`config.mk`:
```
export PLATFORM = sky130hd
export DESIGN_NAME = blss_cell
export DESIGN_NICKNAME = d
export VERILOG_FILES = /design/src/rtl/blss_pkg.sv /design/src/rtl/blss_cell.sv
export SDC_FILE = /design/constraint.sdc
export NUM_CORES = 1
export LEC_CHECK = 0
export ABC_AREA = 1
export ABC_CLOCK_PERIOD_IN_PS = 1400
export BUFFER_PORTS_ARGS = -buffer_cell sky130_fd_sc_hd__buf_4
export CAP_MARGIN = 25
export CORE_ASPECT_RATIO = 0.8
export CORE_MARGIN = 2
export CORE_UTILIZATION = 40
export CTS_CLUSTER_DIAMETER = 200
export DETAILED_ROUTE_END_ITERATION = 7
export PLACE_DENSITY = 0.73
export REMOVE_ABC_BUFFERS = 1
export SLEW_MARGIN = 10
export SYNTH_ARGS = -nofsm -noshare
export SYNTH_HDL_FRONTEND = slang
export SYNTH_SLANG_ARGS = --single-unit
```
`constraint.sdc`:
```
create_clock -name clk -period 1.4 [get_ports clk]
set_clock_uncertainty 0.15 [all_clocks]
set_input_delay 0.07 -clock clk [delete_from_list [all_inputs] [get_ports clk]]
set_output_delay 0.07 -clock clk [all_outputs]
set_load 0.01 [all_outputs]
```
`src/rtl/blss_pkg.sv`:
```
// shared types and constants for the bounded stack with search
`timescale 1ns / 1ps
`default_nettype none

package blss_pkg;

  // entry store geometry
  localparam int STK_DEPTH  = 64;
  localparam int STK_CNT_W  = $clog2(STK_DEPTH + 1);
  localparam int STK_IDX_W  = $clog2(STK_DEPTH);
  localparam int STK_WORD_W = 32;

  // search priority tree: groups of cells resolved in two registered levels
  localparam int GRP_SIZE = 8;
  localparam int GRP_N    = STK_DEPTH / GRP_SIZE;
  localparam int GRP_W    = $clog2(GRP_SIZE);

  // configuration port
  localparam int ADDR_W = 1;
  localparam logic [ADDR_W-1:0] REG_CAPACITY = 1'b0;
  localparam int CAP_W  = 7;

  // request field widths
  localparam int KIND_W   = 3;
  localparam int STATUS_W = 2;
  localparam int FOUND_W  = 6;

  // operation codes
  typedef enum logic [KIND_W-1:0] {
    KIND_PUSH   = 3'd0,
    KIND_POP    = 3'd1,
    KIND_PEEK   = 3'd2,
    KIND_CLEAR  = 3'd3,
    KIND_SEARCH = 3'd4
  } kind_t;

  // result status codes
  localparam logic [STATUS_W-1:0] ST_OK       = 2'd0;
  localparam logic [STATUS_W-1:0] ST_FULL     = 2'd1;
  localparam logic [STATUS_W-1:0] ST_EMPTY    = 2'd2;
  localparam logic [STATUS_W-1:0] ST_NOTFOUND = 2'd3;

  // per-cycle commands broadcast to every cell
  typedef struct packed {
    logic push;
    logic pop;
    logic cmp;
  } cell_ctl_t;

endpackage

`default_nettype wire

```
`src/rtl/blss_cell.sv`:
```
// one stack cell: holds a word, shifts with its neighbors, compares against the search key
`timescale 1ns / 1ps
`default_nettype none

module blss_cell (
  input  wire logic                             clk,
  input  wire blss_pkg::cell_ctl_t              ctl,
  input  wire logic [blss_pkg::STK_WORD_W-1:0]  from_up,
  input  wire logic [blss_pkg::STK_WORD_W-1:0]  from_down,
  input  wire logic [blss_pkg::STK_WORD_W-1:0]  key,
  input  wire logic                             held,
  output logic      [blss_pkg::STK_WORD_W-1:0]  word,
  output logic                                  match
);

  // push moves words away from the top, pop moves them toward it
  always_ff @(posedge clk) begin
    if (ctl.push) begin
      word <= from_up;
    end else if (ctl.pop) begin
      word <= from_down;
    end
  end

  // match only counts for cells that hold a live entry
  always_ff @(posedge clk) begin
    if (ctl.cmp) begin
      match <= held && (word == key);
    end
  end

endmodule

`default_nettype wire

```
# Word-level counts from Yosys, hierarchy flattened
# Cells that the tools add are included.
# W data, S select, Z words.
dict set report word_totals {
  register_bits 33
  in_bits 101
  output_inout_bits 33
}
dict set report classes {
  n_eq_ne 1
  muxes 2
  n_reduce_logical 2
}
# op count
set op_table {}
lappend op_table {{$mux W32} 2}
lappend op_table {{$eq A32 B32 Y1} 1}
lappend op_table {{$reduce_bool A2 Y1} 1}
lappend op_table {{$logic_and A1 B1 Y1} 1}

# Logic depth before layout (Yosys ltp)
dict set report logic_depth {
  ltp_word 2
  ltp_mapped 8
  mapped_depth_nobuf 8
}

# Worst setup path after synthesis
# Ideal clock, no wire load.
dict set report synth_timing {
  path_type {reg-to-reg}
  from {register word[31] (netlist name)}
  to {register match (data pin)}
  setup_time_ns 0.138
  t_arrival_ns 0.982
  t_required_ns 1.112
  slack_ns 0.130
  path_stages_with_launch 7
  path_buffers 0
  period_less_slack_ns 1.270
  cell_sequence {edfxtp_1 > nand2_1 > o21ai_0 > or2_0 > nor2_1 > nand3_1 > nor2_1}
}
dict set report synth_between {
  elab_chain_len 2
}
# element line_no
set synth_lines {}
lappend synth_lines {{start: declaration} blss_cell.sv:12} ;# output logic [blss_pkg::STK_WORD_W-1:0] word,
lappend synth_lines {{start signal: assignment} blss_cell.sv:19} ;# word <= from_up;
lappend synth_lines {{start signal: assignment} blss_cell.sv:21} ;# word <= from_down;
lappend synth_lines {{$eq A32 B32 Y1} blss_cell.sv:28} ;# match <= held && (word == key);
lappend synth_lines {{$logic_and A1 B1 Y1} blss_cell.sv:28}
lappend synth_lines {{end signal: assignment} blss_cell.sv:28}
lappend synth_lines {{end: declaration} blss_cell.sv:13} ;# output logic match
# No other way between the ends.
# A chain may end at the register's enable or synchronous reset.

# Final worst setup path
# Ends and elaborated chain as after synthesis.

==> summary.txt <==
GRT
  • Total grt overflow: 0
  • Vias in the first global route: 2,534
  • Largest net degree at the start of global routing: 33
  • First-pass GRT wire length: 11,000 um
  • GR Util All Layers: 0.256
  • Antenna violations before repair: 0

Critical path
  • CP Class: flip-flop to flip-flop
  • Crit Path Max Fanout: 3
  • Reg2reg setup slack: 0.04 ns
  • Worst Path Required: 1.39 ns
  • FF-to-FF End: match$_DFFE_PP_
  • CP Capture Type: flip-flop
  • RR Startpoint: word[31]$_DFFE_PP_
  • Startpoint Class: flip-flop
  • CP endpoint: match$_DFFE_PP_
  • Critical Path AT: 1.35 ns
  • CP startpoint: word[31]$_DFFE_PP_
  • Register-to-Register Path Depth: 6

Route
  • DR WL/cell: 12.6 um
  • DRT iter0 DRCs: 137
  • Final WL: 6870 um
  • Post-route ant nets: 0
  • Via/cell ratio: 4.48
  • Via Count: 2,435
  • Drt drc: 0
  • DRT Pass-1 Iters: 5

Layout
  • Final net count: 583
  • Post-Layout Cell Count: 543
  • Design area: 3820 um^2
  • Most frequent cells in the layout: nand2_1 (157), buf_4 (138), dlygate4sd3_1 (65)
  • Area Overhead vs Synth: 92.3%
  • # fillers: 301
  • N_diodes: 0
  • Most common cell after layout, fill and taps aside: nand2_1
  • Layout cells sized above 1: 0.315

Synthesis
  • #FFs+latches synth: 33
  • Mapped Avg Cell Area: 7.15 um^2
  • Distinct cells, synth: 16
  • Sequential fraction of the synthesis area: 0.498
  • Cell count after synthesis: 278
  • Cell area after synthesis: 1990 um^2
  • Synth warn: 0

Clocking
  • Num CTS Buffers: 5
  • CTS clk-pin slew, worst paths: 0.07 ns
  • CTS max path bufs: 2
  • Htree depth: 2
  • Clk_lat worst skew: 0.28 ns
  • Clock root buffer: clkbuf_8
  • CTS tree: built
  • CTS Sinks: 33

STA
  • Final setup violation count: 0
  • Final Hold Viols: 0
  • Max Clk Rate: 735 MHz
  • RSZ-0062 raised after global routing: true
  • Min Clock Period, post-route: 1.36 ns
  • Tcrit/Tclk final: 0.972
  • Slew Limit Headroom: 0.620
  • Measured slew at the worst slew-check pin: 0.569 ns
  • Final slew viol count: 0

Outcome
  • Status: finished clean

Hold path
  • Hold Path Class: primary input to flip-flop

Floorplanning
  • Die width: 82.8 um
  • Die ar.: 5550 um^2
  • Placement Rows: 22
  • Die Span Y: 67.1 um
  • Core ar.: 4680 um^2
  • Top-Level Pins: 134
  • Initial Util: 0.425

Power
  • Pwr Density: 762 nW/um^2
  • Worst vdd ir: 0.553 mV
  • Leak: 2.05 nW

Job
  • Number of max-cap violations: 0

Placed design
  • HPWL after detailed placement: 4230 um
  • Placed cell areas: 3060 um^2
  • Placer Congestion: 0.831
  • IO Port Bufs: 133
  • Inst Count DP: 467
## Yosys cell counts, drive strengths merged
library cell,instances,share of area
xnor2,4,0.018
buf,7,0.018
xor2,3,0.013
nand2,158,0.30
nand3,3,0.0075
inv,41,0.077
nor3,1,0.0050
or2,3,0.0094
o21a,1,0.0038
nor2,16,0.030
edfxtp,33,0.50
o21ai,7,0.018
o211ai,1,0.0038
## metal layers
metal / track usage / share of wire
met2: 0.499 / 0.53
met4: 0.100 / 0.022
met3: 0.0644 / 0.077
met5: 0 / 0
met1: 0.267 / 0.37
## metrics by stage
stage | utilization | setup TNS, ns | hold slack [ns] | setup WS (ns) | total power [mW]
2_1_floorplan | - | 0 | 0.0325 | 0.130 | 1.60
3_3_place_gp | 0.654 | 0 | 0.117 | 0.0815 | 2.06
3_5_place_dp | 0.654 | 0 | 0.118 | 0.0529 | 2.07
4_1_cts | 0.811 | 0 | 0.125 | 0.0240 | 2.88
5_1_grt | 0.817 | -0.0302 | 0.139 | -0.0302 | 3.08
6_report | 0.817 | 0 | 0.132 | 0.0393 | 2.91
## timing repair
action | 4_1_cts | 5_1_grt
buffers inserted | 0 | 3
hold buffers | 65 | 0
gates resized for setup | 0 | 4
setup endpoints to repair | 0 | 1
hold endpoints to repair | 33 | 0
## cells by family (layout without fill, tap and decap cells)
family,Yosys count,in the layout,share of synthesized area
AO/OA/AOI/OAI,9,9,0.0252
XOR/XNOR,7,7,0.0308
flip-flops,33,33,0.498
buffers and inverters,48,253,0.0950
AND/OR/NAND/NOR,181,181,0.351
## worst min path at each step
stage	startpoint	end	slack [ns]	cells after the start
2_1_floorplan	ctl[0]	match$_DFFE_PP_	0.03	0
3_3_place_gp	ctl[0]	match$_DFFE_PP_	0.12	1
3_5_place_dp	ctl[0]	match$_DFFE_PP_	0.12	1
4_1_cts	ctl[1]	word[8]$_DFFE_PP_	0.12	3
5_1_grt	ctl[1]	word[24]$_DFFE_PP_	0.14	3
6_report	ctl[1]	word[12]$_DFFE_PP_	0.13	3
## where the power goes
group	leakage (nW)	total [mW]	switching (mW)	internal, mW
combinational	1.67	0.940	0.388	0.553
sequential	0.340	1.29	0.0744	1.22
clock	0.0430	0.683	0.348	0.335
## flip-flops by register name, summed over array words and instances, names as in the netlist
signal / flops
match: 1
word: 32
## final cells by class
type                            instances  area (um^2)  area share
Clock buffer                            5         68.8      0.0180
Clock inverter                          3         12.5     0.00327
Inverter                               41          154      0.0403
Multi-Input combinational cell        197          815       0.213
Sequential cell                        33          991       0.259
Tap cell                               60         75.1      0.0196
Timing Repair Buffer                  204         1710       0.446
## critical path: stages, from the launching register on
cell and delay [ns]:
edfxtp_1 0.41, nand2_1 0.07, o21ai_0 0.07, or2_0 0.20, nor2_1 0.10, nand3_1 0.10, nor2_1 0.11
No activity file was read; power rests on OpenSTA's default activity.
